## config.mk

```make
export PLATFORM = sky130hd
export DESIGN_NAME = ymodem_crc_receiver
export DESIGN_NICKNAME = d
export VERILOG_FILES = /design/src/rtl/yrx_pkg.sv /design/src/rtl/yrx_front.sv /design/src/rtl/yrx_queue.sv /design/src/rtl/yrx_back.sv /design/src/rtl/ymodem_crc_receiver.sv
export SDC_FILE = /design/constraint.sdc
export NUM_CORES = 1
export LEC_CHECK = 0
export BUFFER_PORTS_ARGS = -buffer_cell sky130_fd_sc_hd__buf_2
export CAP_MARGIN = 40
export CORE_UTILIZATION = 52
export DETAILED_ROUTE_END_ITERATION = 16
export GPL_TIMING_DRIVEN = 0
export PLACE_DENSITY_LB_ADDON = 0.12
export SYNTH_ARGS = -nofsm -noshare
export SYNTH_HDL_FRONTEND = slang
export SYNTH_HIERARCHICAL = 1
export SYNTH_SLANG_ARGS = --single-unit
```

## constraint.sdc

```tcl
create_clock -name i_clk -period 48.4 [get_ports i_clk]
set_input_delay 2.42 -clock i_clk [delete_from_list [all_inputs] [get_ports i_clk]]
set_output_delay 2.42 -clock i_clk [all_outputs]
set_load 0.01 [all_outputs]
```

## src/rtl/yrx_pkg.sv

```systemverilog
// ----------------------------------------------------------------------------
// yrx_pkg
// Shared types, protocol codes and the CRC-16/XMODEM byte update for the
// YMODEM-CRC receiver.
// ----------------------------------------------------------------------------
package yrx_pkg;

    typedef enum logic [3:0] {
        PH_IDLE       = 4'd0,
        PH_WAIT_START = 4'd1,
        PH_NUM        = 4'd2,
        PH_INV        = 4'd3,
        PH_DATA       = 4'd4,
        PH_CRCH       = 4'd5,
        PH_CRCL       = 4'd6,
        PH_WAIT_NEXT  = 4'd7,
        PH_EOT2       = 4'd8,
        PH_FINAL      = 4'd9,
        PH_DRAIN      = 4'd10
    } t_phase;

    localparam logic [1:0] ACT_START = 2'd0;
    localparam logic [1:0] ACT_BYTE  = 2'd1;
    localparam logic [1:0] ACT_TICK  = 2'd2;

    localparam logic [7:0] B_SOH = 8'h01;
    localparam logic [7:0] B_STX = 8'h02;
    localparam logic [7:0] B_EOT = 8'h04;
    localparam logic [7:0] B_ACK = 8'h06;
    localparam logic [7:0] B_NAK = 8'h15;
    localparam logic [7:0] B_CAN = 8'h18;
    localparam logic [7:0] B_C   = 8'h43;

    localparam logic [2:0] K_SEND    = 3'd0;
    localparam logic [2:0] K_STAGE   = 3'd1;
    localparam logic [2:0] K_COMMIT  = 3'd2;
    localparam logic [2:0] K_DISCARD = 3'd3;
    localparam logic [2:0] K_FINISH  = 3'd4;

    localparam logic [2:0] CFG_BASE     = 3'd0;
    localparam logic [2:0] CFG_END      = 3'd1;
    localparam logic [2:0] CFG_START_TO = 3'd2;
    localparam logic [2:0] CFG_HDR_TO   = 3'd3;
    localparam logic [2:0] CFG_BYTE_TO  = 3'd4;
    localparam logic [2:0] CFG_NEXT_TO  = 3'd5;
    localparam logic [2:0] CFG_RETRY    = 3'd6;

    localparam logic [10:0] SHORT_LEN = 11'd128;
    localparam logic [7:0]  DRAIN_LEN = 8'd132;
    localparam logic [15:0] CRC_POLY  = 16'h1021;
    localparam logic [7:0]  INV_MASK  = 8'hFF;
    localparam logic [11:0] TIMER_MAX = 12'hFFF;

    typedef struct packed {
        logic [2:0]  kind;
        logic [7:0]  value;
        logic [9:0]  offset;
        logic [31:0] addr;
        logic [10:0] len;
        logic        success;
    } t_res;

    // room for four results; one input beat causes at most three
    typedef struct packed {
        t_res [3:0] res;
        logic [2:0] cnt;
    } t_bundle;

    function automatic logic [15:0] crc_byte(input logic [15:0] crc, input logic [7:0] b);
        logic [15:0] c;
        c = crc ^ {b, 8'h00};
        for (int i = 0; i < 8; i++) begin
            if (c[15]) c = {c[14:0], 1'b0} ^ CRC_POLY;
            else       c = {c[14:0], 1'b0};
        end
        return c;
    endfunction

endpackage

```

## src/rtl/yrx_front.sv

```systemverilog
// ----------------------------------------------------------------------------
// yrx_front
// Protocol engine: takes one event a cycle while the result queue is not full,
// updates session state and builds the bundle of results that the event causes.
// ----------------------------------------------------------------------------
module yrx_front #(
    parameter int LONG_BLOCK_BYTES = 1024
) (
    input  logic              i_clk,
    input  logic              i_rst_n,
    input  logic              i_cfg_valid,
    input  logic [2:0]        i_cfg_index,
    input  logic [31:0]       i_cfg_data,
    input  logic              i_valid,
    output logic              o_ready,
    input  logic [1:0]        i_action,
    input  logic [7:0]        i_rx_byte,
    input  logic              i_q_full,
    output logic              o_push,
    output yrx_pkg::t_bundle  o_bundle
);

    logic [31:0] r_base, r_end;
    logic [11:0] r_start_to, r_hdr_to, r_byte_to, r_next_to;
    logic [5:0]  r_retry;

    yrx_pkg::t_phase r_phase, n_phase;
    logic [5:0]  r_attempt, n_attempt;
    logic [11:0] r_timer, n_timer;
    logic [7:0]  r_expected, n_expected;
    logic        r_started, n_started;
    logic [31:0] r_nwa, n_nwa;
    logic [7:0]  r_blknum, n_blknum;
    logic        r_long, n_long;
    logic [10:0] r_idx, n_idx;
    logic [15:0] r_crc, n_crc;
    logic [7:0]  r_crch, n_crch;
    logic [7:0]  r_drain, n_drain;

    logic        w_acc, w_start, w_byte, w_tick, w_tout, w_fail_end;
    logic        w_first, w_expect, w_fits, w_crc_ok, w_hdr_ok;
    logic [11:0] w_timer_inc, w_limit;
    logic [5:0]  w_att_inc;
    logic [10:0] w_blen, w_idx_inc;
    logic [7:0]  w_drain_inc;
    logic [15:0] w_crc_next;
    logic [32:0] w_end_sum;
    yrx_pkg::t_bundle w_b;

    assign o_ready = !i_q_full;
    assign w_acc   = i_valid && o_ready;
    assign w_start = w_acc && (i_action == yrx_pkg::ACT_START);
    assign w_byte  = w_acc && (i_action == yrx_pkg::ACT_BYTE);
    assign w_tick  = w_acc && (i_action == yrx_pkg::ACT_TICK) && (r_phase != yrx_pkg::PH_IDLE);

    assign w_timer_inc = (r_timer == yrx_pkg::TIMER_MAX) ? r_timer : r_timer + 12'd1;

    always_comb begin
        case (r_phase)
            yrx_pkg::PH_WAIT_START, yrx_pkg::PH_FINAL: w_limit = r_start_to;
            yrx_pkg::PH_NUM, yrx_pkg::PH_INV, yrx_pkg::PH_EOT2: w_limit = r_hdr_to;
            yrx_pkg::PH_WAIT_NEXT: w_limit = r_next_to;
            default: w_limit = r_byte_to;
        endcase
    end

    assign w_tout      = w_tick && (w_timer_inc >= w_limit);
    assign w_att_inc   = r_attempt + 6'd1;
    assign w_fail_end  = w_att_inc >= r_retry;
    assign w_blen      = r_long ? 11'(LONG_BLOCK_BYTES) : yrx_pkg::SHORT_LEN;
    assign w_idx_inc   = r_idx + 11'd1;
    assign w_drain_inc = r_drain + 8'd1;
    assign w_crc_next  = yrx_pkg::crc_byte(r_crc, i_rx_byte);
    assign w_crc_ok    = ({r_crch, i_rx_byte} == r_crc);
    assign w_hdr_ok    = ((r_blknum ^ i_rx_byte) == yrx_pkg::INV_MASK);
    assign w_first     = (r_blknum == 8'd0) && !r_started;
    assign w_expect    = (r_blknum == r_expected);
    assign w_end_sum   = {1'b0, r_nwa} + {22'd0, w_blen};
    assign w_fits      = w_end_sum <= {1'b0, r_end};

    // next state
    always_comb begin
        n_phase    = r_phase;
        n_attempt  = r_attempt;
        n_timer    = r_timer;
        n_expected = r_expected;
        n_started  = r_started;
        n_nwa      = r_nwa;
        n_blknum   = r_blknum;
        n_long     = r_long;
        n_idx      = r_idx;
        n_crc      = r_crc;
        n_crch     = r_crch;
        n_drain    = r_drain;
        if (w_start) begin
            n_attempt  = 6'd0;
            n_expected = 8'd0;
            n_started  = 1'b0;
            n_nwa      = r_base;
            n_phase    = yrx_pkg::PH_WAIT_START;
            n_timer    = 12'd0;
        end else if (w_byte) begin
            n_timer = 12'd0;
            case (r_phase)
                yrx_pkg::PH_WAIT_START, yrx_pkg::PH_WAIT_NEXT: begin
                    if (i_rx_byte == yrx_pkg::B_SOH || i_rx_byte == yrx_pkg::B_STX) begin
                        n_long  = (i_rx_byte == yrx_pkg::B_STX);
                        n_phase = yrx_pkg::PH_NUM;
                    end else if (i_rx_byte == yrx_pkg::B_EOT) begin
                        n_phase = yrx_pkg::PH_EOT2;
                    end else if (i_rx_byte == yrx_pkg::B_CAN) begin
                        n_phase = yrx_pkg::PH_IDLE;
                    end else begin
                        n_attempt = w_att_inc;
                        n_phase   = w_fail_end ? yrx_pkg::PH_IDLE : yrx_pkg::PH_WAIT_START;
                    end
                end
                yrx_pkg::PH_NUM: begin
                    n_blknum = i_rx_byte;
                    n_phase  = yrx_pkg::PH_INV;
                end
                yrx_pkg::PH_INV: begin
                    if (!w_hdr_ok) begin
                        n_attempt = w_att_inc;
                        n_phase   = w_fail_end ? yrx_pkg::PH_IDLE : yrx_pkg::PH_WAIT_START;
                    end else begin
                        n_idx   = 11'd0;
                        n_crc   = 16'd0;
                        n_phase = yrx_pkg::PH_DATA;
                    end
                end
                yrx_pkg::PH_DATA: begin
                    n_crc = w_crc_next;
                    n_idx = w_idx_inc;
                    if (w_idx_inc >= w_blen) n_phase = yrx_pkg::PH_CRCH;
                end
                yrx_pkg::PH_CRCH: begin
                    n_crch  = i_rx_byte;
                    n_phase = yrx_pkg::PH_CRCL;
                end
                yrx_pkg::PH_CRCL: begin
                    if (!w_crc_ok) begin
                        n_attempt = w_att_inc;
                        n_phase   = w_fail_end ? yrx_pkg::PH_IDLE : yrx_pkg::PH_WAIT_START;
                    end else begin
                        if (w_first) begin
                            n_started  = 1'b1;
                            n_expected = 8'd1;
                        end else if (w_expect) begin
                            if (w_fits) n_nwa = w_end_sum[31:0];
                            n_expected = r_expected + 8'd1;
                        end
                        n_phase = yrx_pkg::PH_WAIT_NEXT;
                    end
                end
                yrx_pkg::PH_EOT2: n_phase = yrx_pkg::PH_FINAL;
                yrx_pkg::PH_FINAL: begin
                    if (i_rx_byte == yrx_pkg::B_SOH) begin
                        n_drain = 8'd0;
                        n_phase = yrx_pkg::PH_DRAIN;
                    end else begin
                        n_phase = yrx_pkg::PH_IDLE;
                    end
                end
                yrx_pkg::PH_DRAIN: begin
                    n_drain = w_drain_inc;
                    if (w_drain_inc >= yrx_pkg::DRAIN_LEN) n_phase = yrx_pkg::PH_IDLE;
                end
                default: ;
            endcase
        end else if (w_tick) begin
            n_timer = w_tout ? 12'd0 : w_timer_inc;
            if (w_tout) begin
                case (r_phase)
                    yrx_pkg::PH_EOT2: n_phase = yrx_pkg::PH_FINAL;
                    yrx_pkg::PH_FINAL, yrx_pkg::PH_DRAIN: n_phase = yrx_pkg::PH_IDLE;
                    yrx_pkg::PH_WAIT_START, yrx_pkg::PH_WAIT_NEXT, yrx_pkg::PH_NUM,
                    yrx_pkg::PH_INV, yrx_pkg::PH_DATA, yrx_pkg::PH_CRCH,
                    yrx_pkg::PH_CRCL: begin
                        n_attempt = w_att_inc;
                        n_phase   = w_fail_end ? yrx_pkg::PH_IDLE : yrx_pkg::PH_WAIT_START;
                    end
                    default: n_phase = yrx_pkg::PH_IDLE;
                endcase
            end
        end
    end

    function automatic yrx_pkg::t_res mk(input logic [2:0] kind, input logic [7:0] value,
                                         input logic succ);
        yrx_pkg::t_res r;
        r         = '0;
        r.kind    = kind;
        r.value   = value;
        r.success = succ;
        return r;
    endfunction

    // result bundle
    always_comb begin
        yrx_pkg::t_res rs;
        logic in_blk;
        logic do_fail;
        w_b     = '0;
        rs      = '0;
        do_fail = 1'b0;
        in_blk  = (r_phase == yrx_pkg::PH_DATA) || (r_phase == yrx_pkg::PH_CRCH) ||
                  (r_phase == yrx_pkg::PH_CRCL);
        if (w_start) begin
            if (in_blk) begin
                w_b.res[w_b.cnt[1:0]] = mk(yrx_pkg::K_DISCARD, 8'd0, 1'b0);
                w_b.cnt = w_b.cnt + 3'd1;
            end
            w_b.res[w_b.cnt[1:0]] = mk(yrx_pkg::K_SEND, yrx_pkg::B_C, 1'b0);
            w_b.cnt = w_b.cnt + 3'd1;
        end else if (w_byte) begin
            case (r_phase)
                yrx_pkg::PH_WAIT_START, yrx_pkg::PH_WAIT_NEXT: begin
                    if (i_rx_byte == yrx_pkg::B_SOH || i_rx_byte == yrx_pkg::B_STX) begin
                    end else if (i_rx_byte == yrx_pkg::B_EOT) begin
                        w_b.res[0] = mk(yrx_pkg::K_SEND, yrx_pkg::B_NAK, 1'b0);
                        w_b.cnt    = 3'd1;
                    end else if (i_rx_byte == yrx_pkg::B_CAN) begin
                        w_b.res[0] = mk(yrx_pkg::K_FINISH, 8'd0, 1'b0);
                        w_b.cnt    = 3'd1;
                    end else begin
                        do_fail = 1'b1;
                    end
                end
                yrx_pkg::PH_INV: begin
                    if (!w_hdr_ok) begin
                        w_b.res[0] = mk(yrx_pkg::K_SEND, yrx_pkg::B_NAK, 1'b0);
                        w_b.cnt    = 3'd1;
                        do_fail    = 1'b1;
                    end
                end
                yrx_pkg::PH_DATA: begin
                    rs         = mk(yrx_pkg::K_STAGE, i_rx_byte, 1'b0);
                    rs.offset  = r_idx[9:0];
                    w_b.res[0] = rs;
                    w_b.cnt    = 3'd1;
                end
                yrx_pkg::PH_CRCL: begin
                    if (!w_crc_ok) begin
                        w_b.res[0] = mk(yrx_pkg::K_DISCARD, 8'd0, 1'b0);
                        w_b.res[1] = mk(yrx_pkg::K_SEND, yrx_pkg::B_NAK, 1'b0);
                        w_b.cnt    = 3'd2;
                        do_fail    = 1'b1;
                    end else if (w_first) begin
                        w_b.res[0] = mk(yrx_pkg::K_DISCARD, 8'd0, 1'b0);
                        w_b.res[1] = mk(yrx_pkg::K_SEND, yrx_pkg::B_ACK, 1'b0);
                        w_b.res[2] = mk(yrx_pkg::K_SEND, yrx_pkg::B_C, 1'b0);
                        w_b.cnt    = 3'd3;
                    end else begin
                        if (w_expect && w_fits) begin
                            rs      = mk(yrx_pkg::K_COMMIT, 8'd0, 1'b0);
                            rs.addr = r_nwa;
                            rs.len  = w_blen;
                        end else begin
                            rs = mk(yrx_pkg::K_DISCARD, 8'd0, 1'b0);
                        end
                        w_b.res[0] = rs;
                        w_b.res[1] = mk(yrx_pkg::K_SEND, yrx_pkg::B_ACK, 1'b0);
                        w_b.cnt    = 3'd2;
                    end
                end
                yrx_pkg::PH_EOT2: begin
                    w_b.res[0] = mk(yrx_pkg::K_SEND, yrx_pkg::B_ACK, 1'b0);
                    w_b.res[1] = mk(yrx_pkg::K_SEND, yrx_pkg::B_C, 1'b0);
                    w_b.cnt    = 3'd2;
                end
                yrx_pkg::PH_FINAL: begin
                    if (i_rx_byte != yrx_pkg::B_SOH) begin
                        w_b.res[0] = mk(yrx_pkg::K_FINISH, 8'd0, 1'b1);
                        w_b.cnt    = 3'd1;
                    end
                end
                yrx_pkg::PH_DRAIN: begin
                    if (w_drain_inc >= yrx_pkg::DRAIN_LEN) begin
                        w_b.res[0] = mk(yrx_pkg::K_SEND, yrx_pkg::B_ACK, 1'b0);
                        w_b.res[1] = mk(yrx_pkg::K_FINISH, 8'd0, 1'b1);
                        w_b.cnt    = 3'd2;
                    end
                end
                default: ;
            endcase
        end else if (w_tout) begin
            case (r_phase)
                yrx_pkg::PH_WAIT_START, yrx_pkg::PH_WAIT_NEXT: do_fail = 1'b1;
                yrx_pkg::PH_NUM, yrx_pkg::PH_INV: begin
                    w_b.res[0] = mk(yrx_pkg::K_SEND, yrx_pkg::B_NAK, 1'b0);
                    w_b.cnt    = 3'd1;
                    do_fail    = 1'b1;
                end
                yrx_pkg::PH_DATA, yrx_pkg::PH_CRCH, yrx_pkg::PH_CRCL: begin
                    w_b.res[0] = mk(yrx_pkg::K_DISCARD, 8'd0, 1'b0);
                    w_b.res[1] = mk(yrx_pkg::K_SEND, yrx_pkg::B_NAK, 1'b0);
                    w_b.cnt    = 3'd2;
                    do_fail    = 1'b1;
                end
                yrx_pkg::PH_EOT2: begin
                    w_b.res[0] = mk(yrx_pkg::K_SEND, yrx_pkg::B_ACK, 1'b0);
                    w_b.res[1] = mk(yrx_pkg::K_SEND, yrx_pkg::B_C, 1'b0);
                    w_b.cnt    = 3'd2;
                end
                yrx_pkg::PH_FINAL: begin
                    w_b.res[0] = mk(yrx_pkg::K_FINISH, 8'd0, 1'b1);
                    w_b.cnt    = 3'd1;
                end
                yrx_pkg::PH_DRAIN: begin
                    w_b.res[0] = mk(yrx_pkg::K_SEND, yrx_pkg::B_ACK, 1'b0);
                    w_b.res[1] = mk(yrx_pkg::K_FINISH, 8'd0, 1'b1);
                    w_b.cnt    = 3'd2;
                end
                default: ;
            endcase
        end
        // failed attempt: retry prompt or give up
        if (do_fail) begin
            if (w_fail_end) w_b.res[w_b.cnt[1:0]] = mk(yrx_pkg::K_FINISH, 8'd0, 1'b0);
            else            w_b.res[w_b.cnt[1:0]] = mk(yrx_pkg::K_SEND, yrx_pkg::B_C, 1'b0);
            w_b.cnt = w_b.cnt + 3'd1;
        end
    end

    assign o_bundle = w_b;
    assign o_push   = w_acc && (w_b.cnt != 3'd0);

    always_ff @(posedge i_clk) begin
        if (!i_rst_n) begin
            r_base     <= 32'd134225920;
            r_end      <= 32'd134283264;
            r_start_to <= 12'd1000;
            r_hdr_to   <= 12'd500;
            r_byte_to  <= 12'd200;
            r_next_to  <= 12'd2000;
            r_retry    <= 6'd30;
        end else if (i_cfg_valid) begin
            case (i_cfg_index)
                yrx_pkg::CFG_BASE:     r_base     <= i_cfg_data;
                yrx_pkg::CFG_END:      r_end      <= i_cfg_data;
                yrx_pkg::CFG_START_TO: r_start_to <= i_cfg_data[11:0];
                yrx_pkg::CFG_HDR_TO:   r_hdr_to   <= i_cfg_data[11:0];
                yrx_pkg::CFG_BYTE_TO:  r_byte_to  <= i_cfg_data[11:0];
                yrx_pkg::CFG_NEXT_TO:  r_next_to  <= i_cfg_data[11:0];
                yrx_pkg::CFG_RETRY:    r_retry    <= i_cfg_data[5:0];
                default: ;
            endcase
        end
    end

    always_ff @(posedge i_clk) begin
        if (!i_rst_n) begin
            r_phase    <= yrx_pkg::PH_IDLE;
            r_attempt  <= 6'd0;
            r_timer    <= 12'd0;
            r_expected <= 8'd0;
            r_started  <= 1'b0;
            r_nwa      <= 32'd134225920;
            r_blknum   <= 8'd0;
            r_long     <= 1'b0;
            r_idx      <= 11'd0;
            r_crc      <= 16'd0;
            r_crch     <= 8'd0;
            r_drain    <= 8'd0;
        end else begin
            r_phase    <= n_phase;
            r_attempt  <= n_attempt;
            r_timer    <= n_timer;
            r_expected <= n_expected;
            r_started  <= n_started;
            r_nwa      <= n_nwa;
            r_blknum   <= n_blknum;
            r_long     <= n_long;
            r_idx      <= n_idx;
            r_crc      <= n_crc;
            r_crch     <= n_crch;
            r_drain    <= n_drain;
        end
    end

endmodule

```

## src/rtl/yrx_queue.sv

```systemverilog
// ----------------------------------------------------------------------------
// yrx_queue
// Two-entry queue of result bundles between the protocol engine and the
// output serialiser.
// ----------------------------------------------------------------------------
module yrx_queue (
    input  logic              i_clk,
    input  logic              i_rst_n,
    input  logic              i_push,
    input  yrx_pkg::t_bundle  i_data,
    output logic              o_full,
    input  logic              i_pop,
    output logic              o_valid,
    output yrx_pkg::t_bundle  o_data
);

    yrx_pkg::t_bundle r_mem [2];
    logic       r_wr, r_rd;
    logic [1:0] r_count;
    logic       w_push, w_pop;

    assign o_full  = (r_count == 2'd2);
    assign o_valid = (r_count != 2'd0);
    assign o_data  = r_mem[r_rd];
    assign w_push  = i_push && !o_full;
    assign w_pop   = i_pop && o_valid;

    always_ff @(posedge i_clk) begin
        if (w_push) r_mem[r_wr] <= i_data;
    end

    always_ff @(posedge i_clk) begin
        if (!i_rst_n) begin
            r_wr    <= 1'b0;
            r_rd    <= 1'b0;
            r_count <= 2'd0;
        end else begin
            if (w_push) r_wr <= !r_wr;
            if (w_pop)  r_rd <= !r_rd;
            r_count <= r_count + {1'b0, w_push} - {1'b0, w_pop};
        end
    end

endmodule

```

## src/rtl/yrx_back.sv

```systemverilog
// ----------------------------------------------------------------------------
// yrx_back
// Output serialiser: holds one bundle and hands its results out one beat at
// a time, marking the final one.
// ----------------------------------------------------------------------------
module yrx_back (
    input  logic              i_clk,
    input  logic              i_rst_n,
    input  logic              i_q_valid,
    input  yrx_pkg::t_bundle  i_q_data,
    output logic              o_pop,
    output logic              o_valid,
    input  logic              i_ready,
    output yrx_pkg::t_res     o_res,
    output logic              o_last
);

    yrx_pkg::t_bundle r_bundle;
    logic             r_valid;
    logic [1:0]       r_idx;
    logic             w_fire, w_done;

    assign o_valid = r_valid;
    assign o_res   = r_bundle.res[r_idx];
    assign o_last  = ({1'b0, r_idx} + 3'd1) == r_bundle.cnt;
    assign w_fire  = r_valid && i_ready;
    assign w_done  = !r_valid || (w_fire && o_last);
    assign o_pop   = w_done && i_q_valid;

    always_ff @(posedge i_clk) begin
        if (o_pop) r_bundle <= i_q_data;
    end

    always_ff @(posedge i_clk) begin
        if (!i_rst_n) begin
            r_valid <= 1'b0;
            r_idx   <= 2'd0;
        end else if (w_done) begin
            r_valid <= i_q_valid;
            r_idx   <= 2'd0;
        end else if (w_fire) begin
            r_idx <= r_idx + 2'd1;
        end
    end

endmodule

```

## src/rtl/ymodem_crc_receiver.sv

```systemverilog
// ----------------------------------------------------------------------------
// ymodem_crc_receiver
// YMODEM-CRC receiver: parses blocks, checks CRC-16/XMODEM, emits handshake
// bytes, staged payload bytes and commit/discard/finish results.
// ----------------------------------------------------------------------------
//  channel   direction  tdata                              tuser    tlast
//  s_axis    in         rx_byte[7:0]                       action   -
//  m_axis    out        value,offset,address,length,succ   kind     last of event
//  cfg       in         i_cfg_index selects, i_cfg_data    -        -
//
//  one event is taken per cycle while the two-entry bundle queue has room
//  each event yields zero to three result beats, one beat a cycle at the output while m_axis_tready is high,
//  so sustained rate is one event per cycle for events with at most one result
//  a stalled output fills the queue and then holds s_axis_tready low
//  synchronous active-low reset; configuration is always ready
// ----------------------------------------------------------------------------
module ymodem_crc_receiver #(
    parameter int LONG_BLOCK_BYTES = 1024
) (
    input  logic        i_clk,
    input  logic        i_rst_n,
    input  logic        i_cfg_valid,
    output logic        o_cfg_ready,
    input  logic [2:0]  i_cfg_index,
    input  logic [31:0] i_cfg_data,
    input  logic        s_axis_tvalid,
    output logic        s_axis_tready,
    input  logic [7:0]  s_axis_tdata,   // rx_byte
    input  logic [1:0]  s_axis_tuser,   // action
    output logic        m_axis_tvalid,
    input  logic        m_axis_tready,
    // value[7:0], offset[17:8], write_address[49:18], block_length[60:50],
    // success[61], zero[63:62]
    output logic [63:0] m_axis_tdata,
    output logic [2:0]  m_axis_tuser,   // kind
    output logic        m_axis_tlast
);

    logic             w_push, w_full, w_pop, w_q_valid;
    yrx_pkg::t_bundle w_bundle, w_q_data;
    yrx_pkg::t_res    w_res;

    assign o_cfg_ready = 1'b1;

    yrx_front #(.LONG_BLOCK_BYTES(LONG_BLOCK_BYTES)) u_front (
        .i_clk       (i_clk),
        .i_rst_n     (i_rst_n),
        .i_cfg_valid (i_cfg_valid),
        .i_cfg_index (i_cfg_index),
        .i_cfg_data  (i_cfg_data),
        .i_valid     (s_axis_tvalid),
        .o_ready     (s_axis_tready),
        .i_action    (s_axis_tuser),
        .i_rx_byte   (s_axis_tdata),
        .i_q_full    (w_full),
        .o_push      (w_push),
        .o_bundle    (w_bundle)
    );

    yrx_queue u_queue (
        .i_clk   (i_clk),
        .i_rst_n (i_rst_n),
        .i_push  (w_push),
        .i_data  (w_bundle),
        .o_full  (w_full),
        .i_pop   (w_pop),
        .o_valid (w_q_valid),
        .o_data  (w_q_data)
    );

    yrx_back u_back (
        .i_clk     (i_clk),
        .i_rst_n   (i_rst_n),
        .i_q_valid (w_q_valid),
        .i_q_data  (w_q_data),
        .o_pop     (w_pop),
        .o_valid   (m_axis_tvalid),
        .i_ready   (m_axis_tready),
        .o_res     (w_res),
        .o_last    (m_axis_tlast)
    );

    assign m_axis_tuser = w_res.kind;
    assign m_axis_tdata = {2'b00, w_res.success, w_res.len, w_res.addr,
                           w_res.offset, w_res.value};

endmodule
```

[Word-level counts from Yosys, hierarchy flattened]
Memories as Yosys holds them, arrays and structs flattened. A register that Yosys moved wholly into a read port is not among the register bits.
Index checks and enable logic that the tools add are counted.
W data, S select, Z words.
Cells by class
  add/subtract/negate cells: 12
  $mul: 0
  div/mod/pow operators: 0
  order comparisons: 10
  equality and inequality tests: 44
  shift operators: 0
  multiplexer cells: 95
  bitwise operators: 21
  reductions and logical operators: 72
Operators with widths (count)
  $mux W133: 4
  $not A248 Y248: 2
  $pmux W68 S7: 1
  $mux W65: 7
  $pmux W65 S3: 2
  $mux W68: 5
  $pmux W68 S4: 1
  $mux W263: 1
  $demux W65 S2: 2
  $mux W260: 1
  $and A256 B256 Y256: 1
  $not A256 Y256: 1
  $and A248 B248 Y248: 1
  $and A62 B248 Y248: 1
  $mux W32: 7
  $mux W198: 1
  $bmux W65 S2: 1
  $mux W13: 8
  $mux W67: 1
  $mux W66: 1
  $mux W63: 1
  $mux W62: 1
  $mux W61: 1
  $mux W6: 9
  81 further kinds: 193
Word-level totals
  register bits: 240
  latch bits: 0
  memory bits (writable): 526
  memory bits (read-only): 0
  input bits: 50
  output and inout port bits: 71
  logic and storage cells: 280
  memories: 1
Memory list
  u_queue.r_mem: depth 2, width 263, rd ports 1, clocked after memory_dff 1, write ports 1, RTL line yrx_queue.sv:17  | yrx_pkg::t_bundle r_mem [2];

[Depth between registers and ports, before layout]
  depth after elaboration: 25
  depth in mapped cells: 24
  depth with buffers taken out: 22

[By module]
Netlist, hierarchy kept.
Modules (own cells, without submodules)
  yrx_queue: instances 1, cells each 846, area an instance 19484.9 µm², seq. area each 15895.2 µm²
  yrx_front: instances 1, cells each 1959, area an instance 14990.6 µm², seq. area each 4664.5 µm²
  yrx_back: instances 1, cells each 366, area an instance 9693.0 µm², seq. area each 7957.6 µm²
  ymodem_crc_receiver: instances 1, cells each 5, area an instance 30.0 µm², seq. area each 0.0 µm²

[Worst setup path after synthesis]
Ideal clock, no wire load.
  path type: input -> register
  from: in s_axis_tuser[0]
  to: mem u_queue/r_mem[0][0] (netlist name) (enable)
  library setup time: 0.923 ns
  arrival: 16.489 ns
  data required time: 47.477 ns
  slack: 30.988 ns
  stages: 13
  buffers on the path: 2
  cells stage by stage: buf_2 > nor4b_4 > o2111ai_1 > nor2_2 > buf_4 > nor2_1 > or3_4 > inv_1 > ha_1 > nor4b_1 > a31oi_1 > and2_1 > nor2b_1
On the way
  cells in the longest elaborated chain, start to end: 14
  elaborated cells between the ends (all ways): 21
  those cells by class: add/sub: 1; eq/ne: 2; mux: 9; reduce/logical: 9
Ends and longest elaborated chain
  start, declared: RTL line ymodem_crc_receiver.sv:29  | input logic [1:0] s_axis_tuser,
  $eq A2 B2 Y1: RTL line yrx_front.sv:54  | assign w_tick = w_acc && (i_action == yrx_pkg::ACT_TICK) && (r_phase != yrx_pkg::PH_IDLE);
  $logic_and A1 B1 Y1 (2 in a row): RTL line yrx_front.sv:54
  $logic_and A1 B1 Y1: RTL line yrx_front.sv:67  | assign w_tout = w_tick && (w_timer_inc >= w_limit);
  $mux W133: RTL line yrx_front.sv:287  | end else if (w_tout) begin
  $mux W133: RTL line yrx_front.sv:216  | end else if (w_byte) begin
  $mux W198: RTL line yrx_front.sv:209  | if (w_start) begin
  $add A3 B1 Y3: RTL line yrx_front.sv:322  | w_b.cnt = w_b.cnt + 3'd1;
  $mux W263 (*): RTL line yrx_front.sv:319  | if (do_fail) begin
  $reduce_bool A3 Y1 (*): RTL line yrx_front.sv:327  | assign o_push = w_acc && (w_b.cnt != 3'd0);
  $logic_and A1 B1 Y1 (*): RTL line yrx_front.sv:327
  via w_push: RTL line ymodem_crc_receiver.sv:39  | logic w_push, w_full, w_pop, w_q_valid;
  $logic_and A1 B1 Y1 (*): RTL line yrx_queue.sv:25  | assign w_push = i_push && !o_full;
  via u_queue.w_push: RTL line yrx_queue.sv:20  | logic w_push, w_pop;
  $mux W1 (*): RTL line yrx_queue.sv:29  | if (w_push) r_mem[r_wr] <= i_data;
  $mux W1 (implied by the code) (*): RTL line yrx_queue.sv:29
  end, declared: RTL line yrx_queue.sv:17
Mark *: on every way through the listed nets, which the timed path passes. The rest lies on a longest branch.

[Worst setup path in the final report]
  from: reg u_front.r_phase[1]
  to: mem u_queue/r_mem[0][118] (netlist name) (enable)
On the way
  cells in the longest elaborated chain, start to end: 15
  elaborated cells between the ends (all ways): 44
  those cells by class: add/sub: 2; order compare: 1; eq/ne: 10; mux: 16; reduce/logical: 15
Ends and longest elaborated chain
  start, declared: RTL line yrx_front.sv:27  | yrx_pkg::t_phase r_phase, n_phase;
  start signal, assigned: RTL line yrx_front.sv:354  | r_phase <= yrx_pkg::PH_IDLE;
  start signal, assigned: RTL line yrx_front.sv:367  | r_phase <= n_phase;
  $eq A4 B2 Y1 (tied with other cells): RTL line yrx_front.sv:59, yrx_front.sv:288
  $reduce_or A3 Y1 / $reduce_or A2 Y1 (equally long branches): RTL line yrx_front.sv:59  | case (r_phase)
  $pmux W12 S3: RTL line yrx_front.sv:59
  $ge A12 B12 Y1: RTL line yrx_front.sv:67
  $logic_and A1 B1 Y1: RTL line yrx_front.sv:67
  $mux W133: RTL line yrx_front.sv:287
  $mux W133: RTL line yrx_front.sv:216
  $mux W198: RTL line yrx_front.sv:209
  $add A3 B1 Y3: RTL line yrx_front.sv:322
  $mux W263 (*): RTL line yrx_front.sv:319
  $reduce_bool A3 Y1 (*): RTL line yrx_front.sv:327
  $logic_and A1 B1 Y1 (*): RTL line yrx_front.sv:327
  via w_push: RTL line ymodem_crc_receiver.sv:39
  $logic_and A1 B1 Y1 (*): RTL line yrx_queue.sv:25
  via u_queue.w_push: RTL line yrx_queue.sv:20
  $mux W1 (*): RTL line yrx_queue.sv:29
  $mux W1 (implied by the code) (*): RTL line yrx_queue.sv:29
Mark *: on every way through the listed nets, which the timed path passes. The rest lies on a longest branch. The select of a mux whose other input is x is not followed.

==> results_dict.tcl <==
set metrics [dict create \
    gp_congestion 0.904 \
    dp_cells 4646 \
    yosys_most_used_dff "edfxtp_1" \
    postCtsSetupRepairBufs 0 \
    start_kind "flop" \
    postSynth.asyncResetShare 0 \
    crit_required_ps 48780 \
    slew_headroom 0.307 \
    grt_pass1_wl_mm 154 \
    num_rows 106 \
    synth-xor-area-share 0.0230 \
    hold_buffers 0 \
    num_vias 26131 \
    synth_fa_ha_area_frac 0.0192 \
    root_buffer "clkbuf_16" \
    synthDistinctLibCells 88 \
    yosys_warnings 6 \
    synth_most_common_cell "edfxtp_1" \
    synthMuxAreaShare 0.113 \
    synth_compound_area_frac 0.0538 \
    grt_pass1_vias 26426 \
    critPathArrivalTime_ps 8180 \
    post-route-period-util 0.161 \
    min_path_type "flop to flop" \
    ys_seq_elements 1030 \
    drt_wl_total_mm 101 \
    outcome "completed" \
    maxCapViolCount 0 \
    dp_slack_ps 40610 \
    worst-path-buf-inv 11 \
    finalWorstSetupSlack_ps 40600 \
    die_w_um 294 \
    path_delay_family "buffers and inverters" \
    synth-edff-count 789 \
    vdd_drop_max_uv 32.7 \
    numCtsBuffers 108 \
    dpl.hpwl_mm 71.7 \
    syn_area_sq_um 44200 \
    grt_setup_unrepaired "false" \
    synth_commonest_cells "edfxtp_1, nand2_1, dfxtp_1" \
    worstMarginPinSlew_ps 1030 \
    final_cells 4846 \
    finish.utilization 0.610 \
    grt_max_degree 59 \
    synthCells 3176 \
    path_class "flop to flop" \
    p_leak_nw 18.9 \
    port_buffers 110 \
    max_clock_freq_mhz 128 \
    gr-usage-all-layers 0.237 \
    avgSynthCellArea_sq_um 13.9 \
    wire_per_inst_um 20.9 \
    h-tree-depth 3 \
    cts-resized-gates 0 \
    start_util 0.527 \
    yosysTopAreaCell "edfxtp_1" \
    cp-end-kind "flop" \
    synth_top_area_share 0.536 \
    p_per_area_nw_per_um2 47.9 \
    fin_hold_ws_ps 457 \
    cts.clk_slew.worst_paths_ps 50 \
    dr.first_iter.drc_count 1706 \
    drive_gt1_frac 0.250 \
    antenna_found_initial 3 \
    max-clock-path-buffers 3 \
    die_y_um 294 \
    cts_tree "yes" \
    yosysSeqAreaShare 0.645 \
    finClkSkew_ps 24.9 \
    io_pins 121 \
    area_growth_pct 15.6 \
    cpMostUsedCell "buf_12" \
    synth_area_leaders "edfxtp_1, dfxtp_1, mux2_2, buf_4, mux4_2" \
    drv_slew 0 \
    insertion_delay_ps 680 \
    nets 3740 \
    synth_top_family_by_area "multiplexers" \
    core-area_sq_um 83800 \
    drc 0 \
    fill_cells 6601 \
    slowest_delay_ps 710 \
    min_period_ps 7800 \
    yosys.area_share.simple 0.0887 \
    grt_overflow_total 0 \
    antenna_cells 0 \
    cts.sinks 1030 \
    vias_per_cell 5.39 \
    setup_viol 0 \
    worstPathMaxFanout 27 \
    first_pass_iters 8 \
    critical_path.slowest_cell "a2111oi_0" \
    die_area_sq_um 86200 \
    ant_nets 0 \
    hold_viol 0 \
    tns_ps 0 \
]
final cells by class:
class	count	area (sq um)	area share
Buffer	350	2300	0.0450
Clock inverter	51	447	0.00874
Tap cell	1134	1420	0.0278
Sequential cell	1030	28500	0.558
Timing Repair Buffer	147	1300	0.0254
Clock buffer	149	3000	0.0587
Inverter	62	233	0.00455
Multi-Input combinational cell	1923	13900	0.272
cell families (layout without fill, tap and decap cells):
kind of cell / after synthesis / in the layout
AND/OR/NAND/NOR: 825 / 825
adder cells (fa/ha/maj): 68 / 68
AO/OA/AOI/OAI: 366 / 366
buffers and inverters: 412 / 759
multiplexers: 356 / 356
other: 3 / 192
XOR/XNOR: 116 / 116
flip-flops: 1030 / 1030
worst register-to-register path: cells and delay by family (launching register included):
kind                       cells  cell delay, ps
adders and majority gates      2             630
DFF                            1             300
buffers and inverters         11            2850
AOI/OAI and AO/OA              6            2020
and+or+nand+nor                7            1700
cell usage in the layout (no fill, tap or decap), drive strengths merged, types with 26 or more instances in the layout:
cell,instances
inv,64
o21ai,44
nand4,27
xnor2,52
clkbuf,234
dfxtp,241
conb,192
and3,76
nand2,340
nor3,26
clkinv,39
mux4,65
ha,68
a21oi,148
nand3,97
xor2,64
edfxtp,789
nor2,142
buf,412
mux2,267
metal layers:
layer / track usage / vias up / wire [um]
met5: 0 / - / 41
met4: 0.0739 / 6 / 2580
met3: 0.0433 / 161 / 5510
met2: 0.394 / 663 / 49300
met1: 0.315 / 13023 / 43800
li1: - / 12278 / -
power by group:
group / total [W] / internal (W) / switching, W / leakage [nW]
Clock: 0.000796 / 0.000461 / 0.000336 / 1.68
Combinational: 0.000454 / 0.000206 / 0.000248 / 7.96
Sequential: 0.00120 / 0.00116 / 0.0000407 / 9.22
through the flow:
step                      area (sq um)  power, W
after floorplan                  44900   0.00158
after global placement           46900   0.00177
after detailed placement         47700   0.00168
after CTS                        51100   0.00248
after global routing             51100   0.00255
final                            51100   0.00245
flip-flops by register name, summed over array words and instances, names as in the netlist, 2 cells and up, named ones only:
name / flops
u_queue/r_mem: 526
u_back/r_bundle: 263
u_front/r_base: 32
u_front/r_end: 32
u_front/r_nwa: 32
u_front/r_crc: 16
u_front/r_byte_to: 12
u_front/r_hdr_to: 12
u_front/r_next_to: 12
u_front/r_start_to: 12
u_front/r_timer: 12
u_front/r_idx: 11
u_front/r_blknum: 8
u_front/r_crch: 8
u_front/r_drain: 8
u_front/r_expected: 8
u_front/r_attempt: 6
u_front/r_retry: 6
u_front/r_phase: 4
u_back/r_idx: 2
u_queue/r_count: 2
final timing paths:
check	startpoint	to	slack [ps]	depth (start not counted)
max reg2reg	u_front/r_phase[1]$_SDFFE_PP0P_	u_queue/r_mem[0][118]$_DFFE_PP_	40600	26
min	u_front/r_hdr_to[3]$_SDFFE_PN0P_	u_front/r_hdr_to[3]$_SDFFE_PN0P_	460	2
max	u_front/r_phase[1]$_SDFFE_PP0P_	u_queue/r_mem[0][118]$_DFFE_PP_	40600	26
min reg2reg	u_front/r_hdr_to[3]$_SDFFE_PN0P_	u_front/r_hdr_to[3]$_SDFFE_PN0P_	460	2
(Power assumes the default switching activity.)
